==> config.mk <==
export PLATFORM = sky130hd
export DESIGN_NAME = capture_health_reconnect_fsm
export DESIGN_NICKNAME = d
export VERILOG_FILES = /design/src/rtl/chr_pkg.sv /design/src/rtl/chr_cfg_regs.sv /design/src/rtl/chr_core.sv /design/src/rtl/capture_health_reconnect_fsm.sv
export SDC_FILE = /design/constraint.sdc
export NUM_CORES = 1
export LEC_CHECK = 0
export BUFFER_PORTS_ARGS = -buffer_cell sky130_fd_sc_hd__buf_2
export CORE_UTILIZATION = 45
export DETAILED_ROUTE_END_ITERATION = 7
export REMOVE_ABC_BUFFERS = 1
export SLEW_MARGIN = 20
export SYNTH_ARGS = -nofsm -noshare
export SYNTH_HDL_FRONTEND = slang
export SYNTH_HIERARCHICAL = 1
export SYNTH_SLANG_ARGS = --single-unit
export TNS_END_PERCENT = 1
==> constraint.sdc <==
create_clock -name clk -period 8.4 [get_ports clk]
set_input_delay 0.42 -clock clk [delete_from_list [all_inputs] [get_ports clk]]
set_output_delay 0.42 -clock clk [all_outputs]
set_load 0.01 [all_outputs]
==> src/rtl/chr_pkg.sv <==
// shared types, codes and reset values for the capture health reconnect block
package chr_pkg;

  // request types
  localparam logic [1:0] REQ_OPEN  = 2'd0;
  localparam logic [1:0] REQ_CLOSE = 2'd1;
  localparam logic [1:0] REQ_READ  = 2'd2;
  localparam logic [1:0] REQ_TICK  = 2'd3;

  // modes
  localparam logic [2:0] M_CLOSED  = 3'd0;
  localparam logic [2:0] M_OPENING = 3'd1;
  localparam logic [2:0] M_PLAYING = 3'd2;
  localparam logic [2:0] M_RECONN  = 3'd3;
  localparam logic [2:0] M_ERROR   = 3'd4;
  localparam logic [2:0] M_STOPPED = 3'd5;

  // fault codes
  localparam logic [2:0] F_NONE      = 3'd0;
  localparam logic [2:0] F_BAD_INDEX = 3'd1;
  localparam logic [2:0] F_OPEN_FAIL = 3'd2;
  localparam logic [2:0] F_RETRIES   = 3'd3;
  localparam logic [2:0] F_BLACK     = 3'd4;
  localparam logic [2:0] F_READS     = 3'd5;

  // reconnect causes
  localparam logic [1:0] C_NONE  = 2'd0;
  localparam logic [1:0] C_BLACK = 2'd1;
  localparam logic [1:0] C_READS = 2'd2;

  // configuration register indexes
  localparam logic [2:0] R_MAX_READ_FAILURES  = 3'd0;
  localparam logic [2:0] R_MAX_BLACK_FRAMES   = 3'd1;
  localparam logic [2:0] R_MAX_RETRY_ATTEMPTS = 3'd2;
  localparam logic [2:0] R_RETRY_BASE_DELAY   = 3'd3;
  localparam logic [2:0] R_BLACK_LEVEL        = 3'd4;

  // configuration reset values
  localparam logic [7:0]  RST_MAX_READ_FAILURES  = 8'd15;
  localparam logic [7:0]  RST_MAX_BLACK_FRAMES   = 8'd25;
  localparam logic [3:0]  RST_MAX_RETRY_ATTEMPTS = 4'd3;
  localparam logic [15:0] RST_RETRY_BASE_DELAY   = 16'd2000;
  localparam logic [15:0] RST_BLACK_LEVEL        = 16'd256;

  // largest camera index that may be opened
  localparam logic [7:0] MAX_INDEX = 8'd15;
  // saturation point of the failure and black counters
  localparam logic [7:0] COUNT_MAX = 8'd255;

  typedef struct packed {
    logic [7:0]  max_read_failures;
    logic [7:0]  max_black_frames;
    logic [3:0]  max_retry_attempts;
    logic [15:0] retry_base_delay;
    logic [15:0] black_level;
  } cfg_t;

  typedef struct packed {
    logic [1:0]  req_type;
    logic [7:0]  camera_index;
    logic        open_ok;
    logic        frame_ok;
    logic [15:0] mean_ch0;
    logic [15:0] mean_ch1;
    logic [15:0] mean_ch2;
  } req_t;

  typedef struct packed {
    logic        frame_accepted;
    logic [2:0]  mode;
    logic [2:0]  fault_code;
    logic [3:0]  attempts_used;
    logic [1:0]  retry_cause;
    logic        release_device;
  } rsp_t;

endpackage

==> src/rtl/chr_cfg_regs.sv <==
// configuration register file for the capture health reconnect block
module chr_cfg_regs (
  input  logic          clk,
  input  logic          rst,
  input  logic          cfg_valid,
  output logic          cfg_ready,
  input  logic [2:0]    cfg_index,
  input  logic [15:0]   cfg_data,
  output chr_pkg::cfg_t cfg
);
  import chr_pkg::*;

  // writes are taken in any cycle
  assign cfg_ready = 1'b1;

  // register writes, unknown indexes ignored
  always_ff @(posedge clk) begin
    if (rst) begin
      cfg.max_read_failures  <= RST_MAX_READ_FAILURES;
      cfg.max_black_frames   <= RST_MAX_BLACK_FRAMES;
      cfg.max_retry_attempts <= RST_MAX_RETRY_ATTEMPTS;
      cfg.retry_base_delay   <= RST_RETRY_BASE_DELAY;
      cfg.black_level        <= RST_BLACK_LEVEL;
    end else if (cfg_valid && cfg_ready) begin
      unique case (cfg_index)
        R_MAX_READ_FAILURES:  cfg.max_read_failures  <= cfg_data[7:0];
        R_MAX_BLACK_FRAMES:   cfg.max_black_frames   <= cfg_data[7:0];
        R_MAX_RETRY_ATTEMPTS: cfg.max_retry_attempts <= cfg_data[3:0];
        R_RETRY_BASE_DELAY:   cfg.retry_base_delay   <= cfg_data;
        R_BLACK_LEVEL:        cfg.black_level        <= cfg_data;
        default: ;
      endcase
    end
  end

endmodule

==> src/rtl/chr_core.sv <==
// health monitor state and per-request update logic
module chr_core (
  input  logic          clk,
  input  logic          rst,
  input  chr_pkg::cfg_t cfg,
  input  logic          step,
  input  chr_pkg::req_t item,
  output chr_pkg::rsp_t res
);
  import chr_pkg::*;

  logic [2:0]  mode_reg, mode_reg_next;
  logic [3:0]  active_index, active_index_next;
  logic        index_valid, index_valid_next;
  logic [7:0]  fail_count, fail_count_next;
  logic [7:0]  black_count, black_count_next;
  logic [3:0]  attempt_count, attempt_count_next;
  logic [19:0] wait_remaining, wait_remaining_next;
  logic [1:0]  cause_reg, cause_reg_next;
  logic [2:0]  fault_reg, fault_reg_next;
  logic        accepted, release_dev;

  // helpers for scheduling and frame checks
  logic        can_sched;
  logic [3:0]  att_inc;
  logic [19:0] sched_wait;
  logic        is_black;
  logic [7:0]  fail_inc, black_inc;

  assign can_sched  = attempt_count < cfg.max_retry_attempts;
  assign att_inc    = attempt_count + 4'd1;
  assign sched_wait = cfg.retry_base_delay * att_inc;
  assign is_black   = (item.mean_ch0 < cfg.black_level) &&
                      (item.mean_ch1 < cfg.black_level) &&
                      (item.mean_ch2 < cfg.black_level);
  assign fail_inc   = (fail_count < COUNT_MAX) ? fail_count + 8'd1 : fail_count;
  assign black_inc  = (black_count < COUNT_MAX) ? black_count + 8'd1 : black_count;

  // next state for one request
  always_comb begin
    mode_reg_next       = mode_reg;
    active_index_next   = active_index;
    index_valid_next    = index_valid;
    fail_count_next     = fail_count;
    black_count_next    = black_count;
    attempt_count_next  = attempt_count;
    wait_remaining_next = wait_remaining;
    cause_reg_next      = cause_reg;
    fault_reg_next      = fault_reg;
    accepted            = 1'b0;
    release_dev         = 1'b0;

    unique case (item.req_type)
      REQ_OPEN: begin
        release_dev         = 1'b1;
        active_index_next   = '0;
        index_valid_next    = 1'b0;
        fail_count_next     = '0;
        black_count_next    = '0;
        attempt_count_next  = '0;
        wait_remaining_next = '0;
        cause_reg_next      = C_NONE;
        if (item.camera_index > MAX_INDEX) begin
          fault_reg_next = F_BAD_INDEX;
          mode_reg_next  = M_ERROR;
        end else if (!item.open_ok) begin
          fault_reg_next = F_OPEN_FAIL;
          mode_reg_next  = M_ERROR;
        end else begin
          fault_reg_next    = F_NONE;
          active_index_next = item.camera_index[3:0];
          index_valid_next  = 1'b1;
          mode_reg_next     = M_PLAYING;
        end
      end
      REQ_CLOSE: begin
        release_dev         = 1'b1;
        active_index_next   = '0;
        index_valid_next    = 1'b0;
        fail_count_next     = '0;
        black_count_next    = '0;
        attempt_count_next  = '0;
        wait_remaining_next = '0;
        cause_reg_next      = C_NONE;
        fault_reg_next      = F_NONE;
        if (mode_reg != M_CLOSED && mode_reg != M_STOPPED) begin
          mode_reg_next = M_STOPPED;
        end
      end
      REQ_TICK: begin
        if (wait_remaining != '0) begin
          wait_remaining_next = wait_remaining - 20'd1;
        end
      end
      default: begin
        // read event
        if (mode_reg == M_RECONN) begin
          if (wait_remaining == '0) begin
            release_dev = 1'b1;
            if (item.open_ok) begin
              fail_count_next  = '0;
              black_count_next = '0;
              cause_reg_next   = C_NONE;
              fault_reg_next   = F_NONE;
              mode_reg_next    = M_PLAYING;
            end else if (can_sched) begin
              attempt_count_next  = att_inc;
              wait_remaining_next = sched_wait;
              fault_reg_next      = F_NONE;
            end else begin
              active_index_next = '0;
              index_valid_next  = 1'b0;
              fail_count_next   = '0;
              black_count_next  = '0;
              cause_reg_next    = C_NONE;
              fault_reg_next    = F_RETRIES;
              mode_reg_next     = M_ERROR;
            end
          end
        end else if (mode_reg == M_PLAYING) begin
          if (item.frame_ok) begin
            fail_count_next = '0;
            if (is_black) begin
              black_count_next = black_inc;
              if (black_inc >= cfg.max_black_frames) begin
                release_dev = 1'b1;
                if (can_sched) begin
                  attempt_count_next  = att_inc;
                  wait_remaining_next = sched_wait;
                  cause_reg_next      = C_BLACK;
                  fault_reg_next      = F_NONE;
                  mode_reg_next       = M_RECONN;
                end else begin
                  active_index_next   = '0;
                  index_valid_next    = 1'b0;
                  fail_count_next     = '0;
                  black_count_next    = '0;
                  wait_remaining_next = '0;
                  cause_reg_next      = C_NONE;
                  fault_reg_next      = F_BLACK;
                  mode_reg_next       = M_ERROR;
                end
              end
            end else begin
              black_count_next   = '0;
              attempt_count_next = '0;
              accepted           = 1'b1;
            end
          end else begin
            fail_count_next = fail_inc;
            if (fail_inc >= cfg.max_read_failures) begin
              release_dev = 1'b1;
              if (can_sched) begin
                attempt_count_next  = att_inc;
                wait_remaining_next = sched_wait;
                cause_reg_next      = C_READS;
                fault_reg_next      = F_NONE;
                mode_reg_next       = M_RECONN;
              end else begin
                active_index_next   = '0;
                index_valid_next    = 1'b0;
                fail_count_next     = '0;
                black_count_next    = '0;
                wait_remaining_next = '0;
                cause_reg_next      = C_NONE;
                fault_reg_next      = F_READS;
                mode_reg_next       = M_ERROR;
              end
            end
          end
        end
      end
    endcase
  end

  // result reflects state after the request
  always_comb begin
    res.frame_accepted = accepted;
    res.mode           = mode_reg_next;
    res.fault_code     = fault_reg_next;
    res.attempts_used  = attempt_count_next;
    res.retry_cause    = cause_reg_next;
    res.release_device = release_dev;
  end

  // state registers
  always_ff @(posedge clk) begin
    if (rst) begin
      mode_reg       <= M_CLOSED;
      active_index   <= '0;
      index_valid    <= 1'b0;
      fail_count     <= '0;
      black_count    <= '0;
      attempt_count  <= '0;
      wait_remaining <= '0;
      cause_reg      <= C_NONE;
      fault_reg      <= F_NONE;
    end else if (step) begin
      mode_reg       <= mode_reg_next;
      active_index   <= active_index_next;
      index_valid    <= index_valid_next;
      fail_count     <= fail_count_next;
      black_count    <= black_count_next;
      attempt_count  <= attempt_count_next;
      wait_remaining <= wait_remaining_next;
      cause_reg      <= cause_reg_next;
      fault_reg      <= fault_reg_next;
    end
  end

`ifndef SYNTH
  // opening is passed through within one request
  a_no_opening: assert property (@(posedge clk) disable iff (rst)
    mode_reg != M_OPENING) else $error("opening mode held in state");

  // a pending cause or delay exists only while reconnecting
  a_cause_reconn: assert property (@(posedge clk) disable iff (rst)
    (cause_reg != C_NONE || wait_remaining != '0) |-> mode_reg == M_RECONN)
    else $error("reconnect cause or delay outside reconnecting");

  // a fault is reported only in error
  a_fault_error: assert property (@(posedge clk) disable iff (rst)
    (fault_reg != F_NONE) |-> mode_reg == M_ERROR)
    else $error("fault code outside error mode");

  // a held index implies an active device
  a_index_active: assert property (@(posedge clk) disable iff (rst)
    index_valid |-> (mode_reg == M_PLAYING || mode_reg == M_RECONN))
    else $error("index valid while device inactive");
`endif

endmodule

==> src/rtl/capture_health_reconnect_fsm.sv <==
// top level of the capture health reconnect block: request and result registers
// Health monitor and reconnect controller for a frame source.
// Request channel (req_valid, req_stall, req_data): one request is open,
// close, read event or one elapsed tick; it is taken at a rising edge with
// req_valid high and req_stall low.
// Result channel (rsp_valid, rsp_stall, rsp_data): exactly one result per
// request, in order, taken at an edge with rsp_valid high and rsp_stall low.
// Configuration channel (cfg_valid, cfg_ready, cfg_index, cfg_data): writes
// the limit, delay and black level registers; write only while idle.
// A request waits in the request register, where the whole state update is
// evaluated in one pass (one 16x4 multiply for the retry delay), and the
// result is written to the result register when the request moves on.
// Throughput is one request per cycle while the receiver does not stall.
// When the receiver stalls, the result register holds; one more request
// may wait in the request register, after which req_stall goes high.
// Synchronous reset returns all state to closed with defaults loaded in the
// configuration registers, and empties both registers.
module capture_health_reconnect_fsm (
  input  logic          clk,
  input  logic          rst,
  input  logic          req_valid,
  output logic          req_stall,
  input  chr_pkg::req_t req_data,
  output logic          rsp_valid,
  input  logic          rsp_stall,
  output chr_pkg::rsp_t rsp_data,
  input  logic          cfg_valid,
  output logic          cfg_ready,
  input  logic [2:0]    cfg_index,
  input  logic [15:0]   cfg_data
);
  import chr_pkg::*;

  cfg_t cfg;
  req_t hold_req;
  logic hold_valid;
  logic advance;
  rsp_t res;

  chr_cfg_regs u_cfg (
    .clk       (clk),
    .rst       (rst),
    .cfg_valid (cfg_valid),
    .cfg_ready (cfg_ready),
    .cfg_index (cfg_index),
    .cfg_data  (cfg_data),
    .cfg       (cfg)
  );

  // held request moves on when the result register is free or draining
  assign advance   = hold_valid && (!rsp_valid || !rsp_stall);
  assign req_stall = hold_valid && !advance;

  chr_core u_core (
    .clk  (clk),
    .rst  (rst),
    .cfg  (cfg),
    .step (advance),
    .item (hold_req),
    .res  (res)
  );

  // request register
  always_ff @(posedge clk) begin
    if (rst) begin
      hold_valid <= 1'b0;
    end else if (!req_stall) begin
      hold_valid <= req_valid;
    end
  end

  always_ff @(posedge clk) begin
    if (!req_stall && req_valid) begin
      hold_req <= req_data;
    end
  end

  // result register
  always_ff @(posedge clk) begin
    if (rst) begin
      rsp_valid <= 1'b0;
    end else if (advance) begin
      rsp_valid <= 1'b1;
    end else if (!rsp_stall) begin
      rsp_valid <= 1'b0;
    end
  end

  always_ff @(posedge clk) begin
    if (advance) begin
      rsp_data <= res;
    end
  end

endmodule

# Word-level counts from Yosys, hierarchy flattened
# Index checks and enable logic that the tools add are counted.
# W data, S select, Z words.
op_classes:
  add_sub_neg: 4
  n_mul: 1
  order_cmp: 9
  eq_ne: 18
  mux: 95
  bitwise_logic: 3
  n_reduce_logical: 30
ops:
  columns: ["cell", "count"]
  rows:
  - ["$mux W20", 11]
  - ["$mux W8", 20]
  - ["$mux W3", 24]
  - ["$lt A16 B16 Y1", 3]
  - ["$pmux W20 S2", 1]
  - ["$mux W4", 9]
  - ["$pmux W8 S2", 2]
  - ["$mux W2", 12]
  - ["$logic_not A20 Y1", 1]
  - ["$mul A16 B4 Y20", 1]
  - ["$reduce_bool A20 Y1", 1]
  - ["$sub A20 B1 Y20 const B", 1]
  - ["$pmux W3 S3", 2]
  - ["$add A8 B1 Y8 const B", 2]
  - ["$ge A8 B8 Y1", 2]
  - ["$lt A8 B8 Y1 const B", 2]
  - ["$eq A3 B2 Y1 const B", 4]
  - ["$ne A4 B4 Y1 const B", 3]
  - ["$mux W1", 11]
  - ["$ne A5 B2 Y1 const B", 2]
  - ["$reduce_and A2 Y1", 5]
  - ["$reduce_and A5 Y1", 2]
  - ["$reduce_and A9 Y1", 1]
  - ["$gt A8 B4 Y1 const B", 1]
  - ["23 further kinds", 37]
word_totals:
  ff_bits: 176
  inputBits: 84
  wordCells: 187

# Logic depth before layout (Yosys ltp)
# Gate-level depths: netlist of run 1.
logic_depth:
  depth_word: 9
  mapped_depth: 19

# By module
# The synthesis of run 1 kept the hierarchy.
by_module_without_submodules:
  columns: ["module", "n_inst", "cells_each", "area_each_um2", "seq_area_each_um2"]
  rows:
  - ["chr_core", 1, 942, 7078.0, 960.9]
  - ["capture_health_reconnect_fsm", 1, 84, 2308.5, 2262.2]
  - ["chr_cfg_regs", 1, 207, 2140.8, 1041.0]

# Worst setup path before layout of run 1
# OpenSTA, ideal clock, no wires.
synth_timing:
  kind: "register to register"
  start: "register u_core.attempt_count[2]"
  end: "register u_core.wait_remaining[19]"
  setup_time_ns: 0.074
  arrival_time_ns: 4.763
  slack_ns: 3.562
  path_stages_with_launch: 20
  path_cell_list: "dfxtp_1 -> clkbuf_1 -> nand3_1 -> xnor2_1 -> clkbuf_1 -> nor2b_1 -> fa_1 -> inv_1 -> fa_1 -> inv_1 -> ha_1 -> a21o_1 -> a21o_1 -> a31oi_1 -> nor4bb_1 -> o31ai_1 -> a21oi_1 -> xor2_1 -> or4_1 -> a31oi_1"
synth_between:
  elab_chain_cells: 9
  word_cells_on_any_way: 16
  cone_classes: "add/sub (1); mul (1); order compare (1); eq/ne (1); mux (11); reduce/logical (1)"
synth_rtl:
  columns: ["item", "line", "rtl"]
  rows:
  - ["start, declared", "chr_core.sv:17", "logic [3:0] attempt_count, attempt_count_next;"]
  - ["start signal, assigned", "chr_core.sv:204", "attempt_count <= attempt_count_next;"]
  - ["$add A4 B1 Y4", "chr_core.sv:31", "assign att_inc = attempt_count + 4'd1;"]
  - ["$mul A16 B4 Y20", "chr_core.sv:32", "assign sched_wait = cfg.retry_base_delay * att_inc;"]
  - ["$mux W20", "chr_core.sv:127, chr_core.sv:153", null]
  - ["$mux W20", "chr_core.sv:125", "if (black_inc >= cfg.max_black_frames) begin"]
  - ["$mux W20", "chr_core.sv:123", "if (is_black) begin"]
  - ["$mux W20", "chr_core.sv:121", "if (item.frame_ok) begin"]
  - ["$mux W20", "chr_core.sv:120", "end else if (mode_reg == M_PLAYING) begin"]
  - ["$mux W20", "chr_core.sv:97", "if (mode_reg == M_RECONN) begin"]
  - ["$pmux W20 S2", "chr_core.sv:53", "unique case (item.req_type)"]
  - ["end signal, assigned", "chr_core.sv:205", "wait_remaining <= wait_remaining_next;"]
  - ["end, declared", "chr_core.sv:18", "logic [19:0] wait_remaining, wait_remaining_next;"]
# Several ways; a longest one is shown, not always the timed one. The select of a mux whose other input is x is not followed.
# A chain may end at the register's enable or synchronous reset.

# Final worst setup path of run 1
layout_timing:
  start: "register u_core.attempt_count[0]"
  end: "register u_core.wait_remaining[19]"
# The elaborated chain is that of the path after synthesis.

==> results of run 1 <==
final cells by class:
class / count / area (µm²)
repair buffers: 104 / 546
well taps: 324 / 405
fillers: 2334 / 11800
clock buffers: 17 / 425
inverters: 105 / 394
multi-input cells: 901 / 6670
clock inverters: 15 / 195
flip-flops and latches: 172 / 4140
diodes: 2 / 5.00
critical path, cell delays in order (launching register included):
cell and delay, ns:
dfxtp_1 0.31, buf_4 0.26, ha_1 0.28, xor2_2 0.56, nand2_1 0.16, fa_1 0.51
fa_1 0.54, inv_1 0.07, ha_1 0.31, a211oi_1 0.28, o21ai_0 0.21, and3b_1 0.22
nor4bb_1 0.43, o31ai_1 0.13, a21oi_1 0.18, xor2_1 0.14, or4_1 0.41, a31oi_1 0.13
per-layer routing:
metal / up-vias / routed length (µm) / global-route usage [%]
met4: 4 / 339 / 6.09
met5: - / 27 / 0
met1: 4268 / 13100 / 29.9
met3: 28 / 1320 / 3.62
met2: 237 / 11500 / 31.6
li1: 4548 / - / -
placed cells by master (no fill, tap or decap), drive strengths merged, types with 25 or more instances in the layout:
cell    instances
inv           112
buf           104
dfxtp         102
ha             92
nor2           92
nand2          82
nand2b         77
edfxtp         70
a21oi          65
mux2i          54
nand3          48
o21ai          37
and2           35
fa             28
nor2b          25
path summary, 6_finish.rpt:
check,startpoint,endpoint,slack [ns],cells past startpoint
worst max-delay path,u_core/attempt_count[0]$_SDFFE_PP0P_,u_core/wait_remaining[19]$_SDFFE_PP0P_,3.18,17
worst min-delay path,req_data[41],hold_req[41]$_DFFE_PP_,0.15,1
worst min register to register,u_core/black_count[5]$_SDFFE_PP0P_,u_core/black_count[5]$_SDFFE_PP0P_,0.48,2
worst max register to register,u_core/attempt_count[0]$_SDFFE_PP0P_,u_core/wait_remaining[19]$_SDFFE_PP0P_,3.18,17
through the flow:
step                hold slack, ns  instance area (µm²)
floorplan                    0.444                11200
global placement             0.456                12200
detailed placement           0.463                12200
CTS                          0.136                12800
global route                 0.136                12800
finish                       0.148                12800
power breakdown:
| part | internal [W] | leakage [nW] | total (W) | switching (W) |
|---|---|---|---|---|
| Combinational | 0.0000848 | 3.51 | 0.000219 | 0.000134 |
| Sequential | 0.000900 | 1.50 | 0.000921 | 0.0000205 |
| Clock | 0.000456 | 0.301 | 0.000847 | 0.000391 |
| Total | 0.00144 | 5.32 | 0.00199 | 0.000546 |
==> results.yml, run 1 <==
sta:
  drv_slew: 0
  fin_crit_sh_pct: 62.1
  rsz0062_at_grt: "false"
  setup_tns_ns: 0
  final_hold_viol_count: 0
  fmax_mhz: 192
  worst_slack_ns: 3.18
  tightest_slew_ns: 1.08
  relSlewSlack_pct: 26.8
  skew_ns: 0.0143
  fin_crit_ns: 5.22
  setup_viol: 0
place:
  dp_slack_ns: 2.86
  place.gp.congestion: 0.876
  dp_hpwl_um: 19300
  dp.cells: 1606
  io_buffers: 95
clock_tree:
  post_cts_buffers: 0
  h-tree-depth: 4
  clk_pin_slew_ns: 0.08
  numCtsBuffers: 17
  cts.sinks: 172
  hold_buffers: 0
  cts_tree: "done"
  root_buffer: "clkbuf_16"
  max-clock-path-buffers: 2
  post_cts_resized: 0
  clkLatencyLatePin_ns: 0.44
detailed_routing:
  first_iter_violations: 645
  wire_per_inst_um: 16.1
  ant_nets: 0
  vias: 9085
  post-route-drc-count: 0
  drt-pass1-iter-count: 5
  routed_via_density: 5.54
  drt-total-wl_um: 26300
critical_path:
  cp_max_fo: 25
  required_ns: 8.76
  start_kind: "register"
  worstSetupPathType: "reg -> reg"
  endpoint_kind: "register"
  worstPathArrival_ns: 5.58
global_route:
  antenna_found_initial: 3
  grt.total_usage_pct: 20.7
  gr-total-overflow: 0
  grt_pass1_wl_um: 43400
  grt_max_degree: 66
  grt_pass1_vias: 8609
die:
  die-area_mm2: 0.0260
  die_w_um: 161
  start_util_pct: 46.4
  fp.dieH_um: 161
  ios: 101
  fp.coreArea_mm2: 0.0246
  fp-row-count: 57
logic_synthesis:
  postSynthCellCount: 1229
  avgSynthCellArea_um2: 9.28
  yosysWarnings: 6
  synth_area_mm2: 0.0114
final_layout:
  largestRegisters: "hold_req (56), u_cfg/cfg (52), u_core/wait_remaining (20)"
  area_delta_synth_final_pct: 12.1
  layout-drive-gt1-share_pct: 12.6
  regMostFlops: "hold_req"
  final_cells: 1640
  largest_reg_flops: 56
  fin_util_pct: 52.0
  fin_nets: 1505
power_and_ir_drop:
  power.leakage_nw: 5.32
  p_per_area_mw_per_mm2: 155
  ir_drop_mv: 0.100
  p_total_w: 0.00199
run:
  maxCapViolCount: 0
hold_path:
  hp-class: "in -> reg"
outcome:
  status: "complete, no violations"
Power figures use the tool's default switching activity.
==> run 2, diff against run 1 <==
--- a/config.mk
+++ b/config.mk
@@ -5,9 +5,11 @@
 export SDC_FILE = /design/constraint.sdc
 export NUM_CORES = 1
 export LEC_CHECK = 0
+export ABC_AREA = 1
 export BUFFER_PORTS_ARGS = -buffer_cell sky130_fd_sc_hd__buf_2
 export CORE_UTILIZATION = 45
 export DETAILED_ROUTE_END_ITERATION = 7
+export PLACE_DENSITY = 0.65
 export REMOVE_ABC_BUFFERS = 1
 export SLEW_MARGIN = 20
 export SYNTH_ARGS = -nofsm -noshare
==> constraint.sdc (replaced) <==
create_clock -name clk -period 4.51 [get_ports clk]
set_input_delay 0.2255 -clock clk [delete_from_list [all_inputs] [get_ports clk]]
set_output_delay 0.2255 -clock clk [all_outputs]
set_load 0.01 [all_outputs]
==> run 2 against run 1 <==
Hold slack worse by 0.13 ns. Flip-flop and latch count stayed put. Clock power is 85% higher. Clock skew is 0.0041 ns higher. Design area is 8.0% higher. Combinational power grew to 4.4 times the previous value. Die area is 3.8% higher. Critical path depth is 3 higher. Wire length is 11% higher. Non-clock buffer count is 60 higher. Sequential share of layout area is 2.4 points lower.
==> results.yml, run 2 <==
outcome:
  status: "complete, no violations"
die:
  fp.coreArea_mm2: 0.0259
  ios: 101
  die-area_mm2: 0.0270
  fp.dieH_um: 164
  start_util_pct: 45.7
  fp-row-count: 59
  die_w_um: 164
place:
  place.gp.congestion: 0.903
  dp_slack_ns: 0.455
  dp_hpwl_um: 21200
  io_buffers: 95
global_route:
  grt_max_degree: 57
  gr-total-overflow: 0
  grt.total_usage_pct: 22.7
  grt_pass1_wl_um: 48200
  grt_pass1_vias: 9929
  antenna_found_initial: 3
critical_path:
  r2r_end: "u_core/wait_remaining[19]$_SDFFE_PP0P_"
  endpoint_kind: "register"
  rrSetupSlack_ns: 0.40
  cp_slowest_cell: "fa_1"
  crit_family: "adder cells"
  required_ns: 4.84
  max_stage_delay_ns: 0.53
  regToRegStartpoint: "u_core/attempt_count[1]$_SDFFE_PP0P_"
  worstPathArrival_ns: 4.44
  worstSetupPathType: "reg -> reg"
  path_buf_inv: 3
  rr_worst_depth: 20
  cp_max_fo: 16
  start_kind: "register"
  path_cells: "ha_1, xnor2_1, buf_4, nor2_1, fa_1, inv_1, fa_1, inv_1, ha_1, a21oi_1, o21ai_0, a21oi_1, o21ai_0, a21oi_1, o21bai_1, nand2_1, nand2_1, nor2_1, nor2_1, nor2_1"
  cpMostUsedCell: "nor2_1"
power_and_ir_drop:
  power.leakage_nw: 6.67
  swShare_pct: 32.2
  ir_drop_mv: 0.205
  seqPwrFrac_pct: 40.7
  p_switching_w: 0.00138
  pwr-share-clk_pct: 36.7
  internal_power_w: 0.00290
  power.combinational.fraction_pct: 22.6
  p_per_area_mw_per_mm2: 310
detailed_routing:
  post-route-drc-count: 0
  drt-total-wl_um: 29200
  ant_nets: 0
  routed_via_density: 5.04
  vias: 10700
  wire_per_inst_um: 13.8
  first_iter_violations: 717
  drt-pass1-iter-count: 5
hold_path:
  min_from: "cfg_data[7]"
  hp-class: "in -> reg"
  min_to: "u_cfg/cfg[23]$_SDFFE_PP1P_"
  whs_path_depth: 3
final_layout:
  layout-drive-gt1-share_pct: 11.0
  final_cell_mix: "nand2_1, inv_1, nor2_1"
  largest_reg_flops: 56
  regMostFlops: "hold_req"
  area_delta_synth_final_pct: 16.6
  layout_commonest_cell: "nand2_1"
  fin_nets: 1969
  largestRegisters: "hold_req (56), u_cfg/cfg (52), u_core/wait_remaining (20)"
run:
  maxCapViolCount: 0
logic_synthesis:
  synth_area_mm2: 0.0118
  yosysWarnings: 6
  postSynthCellCount: 1620
  avgSynthCellArea_um2: 7.31
clock_tree:
  hold_buffers: 56
  cts_tree: "done"
  h-tree-depth: 4
  cts.sinks: 172
  root_buffer: "clkbuf_16"
  max-clock-path-buffers: 2
  post_cts_buffers: 0
  numCtsBuffers: 17
  clk_pin_slew_ns: 0.08
  post_cts_resized: 0
  clkLatencyLatePin_ns: 0.44
sta:
  rsz0062_at_grt: "false"
  skew_ns: 0.0184
  worst_slack_ns: 0.402
  tightest_slew_ns: 0.963
  fmax_mhz: 243
  fin_crit_ns: 4.11
  drv_slew: 0
  setup_tns_ns: 0
  final_hold_viol_count: 0
  fin_crit_sh_pct: 91.1
  setup_viol: 0
  relSlewSlack_pct: 35.8
[run 2: worst register-to-register path, stage by stage, from the launching register on]
cell	delay (ns)
dfxtp_1	0.44
ha_1	0.20
xnor2_1	0.14
buf_4	0.25
nor2_1	0.09
fa_1	0.51
inv_1	0.06
fa_1	0.53
inv_1	0.04
ha_1	0.34
a21oi_1	0.11
o21ai_0	0.23
a21oi_1	0.09
o21ai_0	0.35
a21oi_1	0.12
o21bai_1	0.17
nand2_1	0.07
nand2_1	0.06
nor2_1	0.05
nor2_1	0.10
nor2_1	0.05
[run 2: worst max-delay path by stage]
stage / start / to / slack, ns / depth (start not counted)
floorplan: u_core/attempt_count[0]$_SDFFE_PP0P_ / u_core/wait_remaining[19]$_SDFFE_PP0P_ / 0.41 / 19
global placement: u_core/attempt_count[1]$_SDFFE_PP0P_ / u_core/wait_remaining[19]$_SDFFE_PP0P_ / 0.48 / 20
detailed placement: u_core/attempt_count[1]$_SDFFE_PP0P_ / u_core/wait_remaining[19]$_SDFFE_PP0P_ / 0.46 / 20
CTS: u_core/attempt_count[1]$_SDFFE_PP0P_ / u_core/wait_remaining[19]$_SDFFE_PP0P_ / 0.43 / 20
global route: u_core/attempt_count[1]$_SDFFE_PP0P_ / u_core/wait_remaining[19]$_SDFFE_PP0P_ / 0.07 / 19
finish: u_core/attempt_count[1]$_SDFFE_PP0P_ / u_core/wait_remaining[19]$_SDFFE_PP0P_ / 0.40 / 20
[run 2: metal layers]
layer  part of all wire (%)  global-route usage, %
met5                   0.12                      0
met3                    5.6                   4.87
met4                    1.4                   6.48
met1                     45                   28.9
met2                     47                   38.3
[run 2: cell type report]
cell class	instances	area [µm²]
multi-input combinational	1137	6460
fill	2511	12100
tap	335	419
sequential	172	4140
clock inverter	15	199
timing repair buffer	164	1130
clock buffer	17	425
antenna	2	5.00
inverter	273	1030
[run 2: power groups by stage]
| stage | combinational, W | clock [W] | sequential [W] |
|---|---|---|---|
| global placement | 0.000896 | 0 | 0.00177 |
| global route | 0.00110 | 0.00167 | 0.00175 |
| CTS | 0.000959 | 0.00160 | 0.00174 |
| detailed placement | 0.000914 | 0 | 0.00177 |
| floorplan | 0.000666 | 0 | 0.00176 |
| finish | 0.000967 | 0.00157 | 0.00174 |
[run 2: through the flow]
stage	hold WS (ns)	std cells	total power, W	area [µm²]	utilization, %
2_1_floorplan	0.288	1582	0.00243	11600	-
3_3_place_gp	0.402	2025	0.00267	12600	48.7
3_5_place_dp	0.404	2025	0.00269	12600	48.7
4_1_cts	0.00533	2113	0.00430	13800	53.3
5_1_grt	0.0158	2113	0.00452	13800	53.3
6_report	0.0191	2115	0.00428	13800	53.3
==> run 3, diff against run 2 <==
--- a/config.mk
+++ b/config.mk
@@ -7,9 +7,11 @@
 export LEC_CHECK = 0
 export ABC_AREA = 1
 export BUFFER_PORTS_ARGS = -buffer_cell sky130_fd_sc_hd__buf_2
-export CORE_UTILIZATION = 45
+export CELL_PAD_IN_SITES_DETAIL_PLACEMENT = 0
+export CELL_PAD_IN_SITES_GLOBAL_PLACEMENT = 1
+export CORE_UTILIZATION = 40
 export DETAILED_ROUTE_END_ITERATION = 7
-export PLACE_DENSITY = 0.65
+export PLACE_DENSITY_LB_ADDON = 0.1
 export REMOVE_ABC_BUFFERS = 1
 export SLEW_MARGIN = 20
 export SYNTH_ARGS = -nofsm -noshare
==> run 3 against run 2 <==
Setup slack improved by 0.056 ns. Highest routed layer unchanged. Power shrank 3.0%. Clock skew decreased by 0.0084 ns. Non-clock buffer count up 4. Clock power down 9%. Sequential share of layout area about the same.
==> results.yml, run 3 (synthesized netlist as in run 2, its figures left out) <==
outcome:
  status: "complete, no violations"
final_layout:
  nFillCells: 2917
  area_delta_synth_final_pct: 16.7
  fin_nets: 1973
  largest_reg_flops: 56
  largestRegisters: "hold_req (56), u_cfg/cfg (52), u_core/wait_remaining (20)"
  design_area_mm2: 0.0138
  layout_commonest_cell: "nand2_1"
  layout-drive-gt1-share_pct: 11.1
  final_cell_mix: "nand2_1, inv_1, nor2_1"
  regMostFlops: "hold_req"
clock_tree:
  cts.sinks: 172
  h-tree-depth: 4
  numCtsBuffers: 17
  root_buffer: "clkbuf_16"
  clk_pin_slew_ns: 0.08
  cts_tree: "done"
  max-clock-path-buffers: 2
  clkLatencyLatePin_ns: 0.44
detailed_routing:
  drt-total-wl_um: 30200
  post-route-drc-count: 0
  drt-pass1-iter-count: 5
  first_iter_violations: 551
  wire_per_inst_um: 13.9
  routed_via_density: 4.78
  ant_nets: 0
  vias: 10400
critical_path:
  required_ns: 4.88
  cp_max_fo: 16
  endpoint_kind: "register"
  start_kind: "register"
  worstPathArrival_ns: 4.42
  cpMostUsedCell: "nand2_1"
  path_cells: "ha_1, xnor2_1, buf_4, nor2_1, fa_1, inv_1, fa_1, inv_1, ha_1, a21oi_1, o21ai_0, a21oi_1, o21ai_0, nand2_1, nand2_1, nand2_1, nand2_1, o22ai_1, nand3_1, a21oi_1"
  max_stage_delay_ns: 0.52
  worstSetupPathType: "reg -> reg"
  cp_slowest_cell: "fa_1"
die:
  fp.dieH_um: 174
  fp-row-count: 62
  fp.coreArea_mm2: 0.0289
  start_util_pct: 40.9
  die-area_mm2: 0.0303
  die_w_um: 174
  ios: 101
place:
  io_buffers: 95
  dp_hpwl_um: 22500
  placedInstanceArea_mm2: 0.0127
  place.gp.congestion: 0.849
power_and_ir_drop:
  ir_drop_mv: 0.235
  seqPwrFrac_pct: 41.9
  internal_power_w: 0.00277
  p_per_area_mw_per_mm2: 300
  swShare_pct: 33.1
  power.combinational.fraction_pct: 23.6
  power.leakage_nw: 6.65
  pwr-share-clk_pct: 34.5
  p_switching_w: 0.00137
global_route:
  grt.total_usage_pct: 20.5
  antenna_found_initial: 3
  grt_pass1_wl_um: 49900
  grt_max_degree: 57
  grt_pass1_vias: 10100
  gr-total-overflow: 0
sta:
  final_hold_viol_count: 0
  relSlewSlack_pct: 43.0
  tightest_slew_ns: 0.846
  drv_slew: 0
  rsz0062_at_grt: "false"
  fmax_mhz: 247
  skew_ns: 0.0101
  fin_crit_ns: 4.05
  fin_crit_sh_pct: 89.8
  setup_viol: 0
  setup_tns_ns: 0
hold_path:
  hp-class: "in -> reg"
run:
  maxCapViolCount: 0
run 3: cell types whose count changed in the layout (fill, tap and decap cells not counted), sizes merged:
cell,change
buf,+4
bufinv,-2
clkinv,-6
clkinvlp,+3
inv,+4
run 3: per-stage QoR:
| step | total power, W | hold slack [ns] | utilization (%) | std cells | setup slack, ns |
|---|---|---|---|---|---|
| floorplan | 0.00243 | 0.288 | - | 1582 | 0.414 |
| finish | 0.00415 | 0.0319 | 47.8 | 2167 | 0.458 |
| global placement | 0.00271 | 0.402 | 43.9 | 2078 | 0.388 |
| global route | 0.00440 | 0.0292 | 47.8 | 2165 | 0.0593 |
| detailed placement | 0.00271 | 0.404 | 43.9 | 2078 | 0.376 |
| CTS | 0.00419 | 0.0190 | 47.8 | 2165 | 0.354 |
run 3: final timing paths:
check	slack, ns	end	from	cells past startpoint
setup / recovery	0.46	u_core/wait_remaining[15]$_SDFFE_PP0P_	u_core/attempt_count[1]$_SDFFE_PP0P_	20
hold / removal	0.03	u_cfg/cfg[25]$_SDFFE_PP1P_	cfg_data[9]	3
setup reg to reg	0.46	u_core/wait_remaining[15]$_SDFFE_PP0P_	u_core/attempt_count[1]$_SDFFE_PP0P_	20
hold reg to reg	0.47	u_core/black_count[6]$_SDFFE_PP0P_	u_core/black_count[6]$_SDFFE_PP0P_	2
run 3: repair_timing:
| action | in CTS | in global routing |
|---|---|---|
| resized for setup | 0 | 1 |
| buffers inserted | 0 | 0 |
| endpoints found under the setup margin | 0 | 1 |
| hold buffers | 56 | 0 |
| hold endpoints to repair | 56 | 0 |
run 3: final cells by class:
class / instances / area (µm²) / area share [%]
diodes: 2 / 5.00 / 0.0362
clock buffers: 17 / 425 / 3.08
clock inverters: 14 / 124 / 0.896
inverters: 273 / 1020 / 7.41
multi-input cells: 1137 / 6460 / 46.7
flip-flops and latches: 172 / 4140 / 30.0
well taps: 384 / 480 / 3.48
repair buffers: 168 / 1160 / 8.42
run 3: critical path, delay by kind of cell (launching register included):
kind / cells / cell delay [ns]
compound gates: 6 / 0.98
xor+xnor: 1 / 0.14
fa+ha+maj: 4 / 1.59
buf+inv: 3 / 0.36
flops: 1 / 0.44
simple gates: 6 / 0.48
run 3: per-layer routing:
metal	part of all wire (%)	vias to the layer above	global-route usage [%]
li1	-	5501	-
met1	49	4657	27.1
met2	45	176	34.3
met3	3.9	28	4.07
met4	1.4	4	4.97
met5	0.060	-	0
run 3: power by group through the flow:
| stage | clock network, W | logic (W) | registers [W] |
|---|---|---|---|
| 6_report | 0.00143 | 0.000979 | 0.00174 |
| 5_1_grt | 0.00153 | 0.00112 | 0.00175 |
| 4_1_cts | 0.00147 | 0.000984 | 0.00174 |
| 3_5_place_dp | 0 | 0.000940 | 0.00177 |
| 3_3_place_gp | 0 | 0.000933 | 0.00177 |
| 2_1_floorplan | 0 | 0.000666 | 0.00176 |
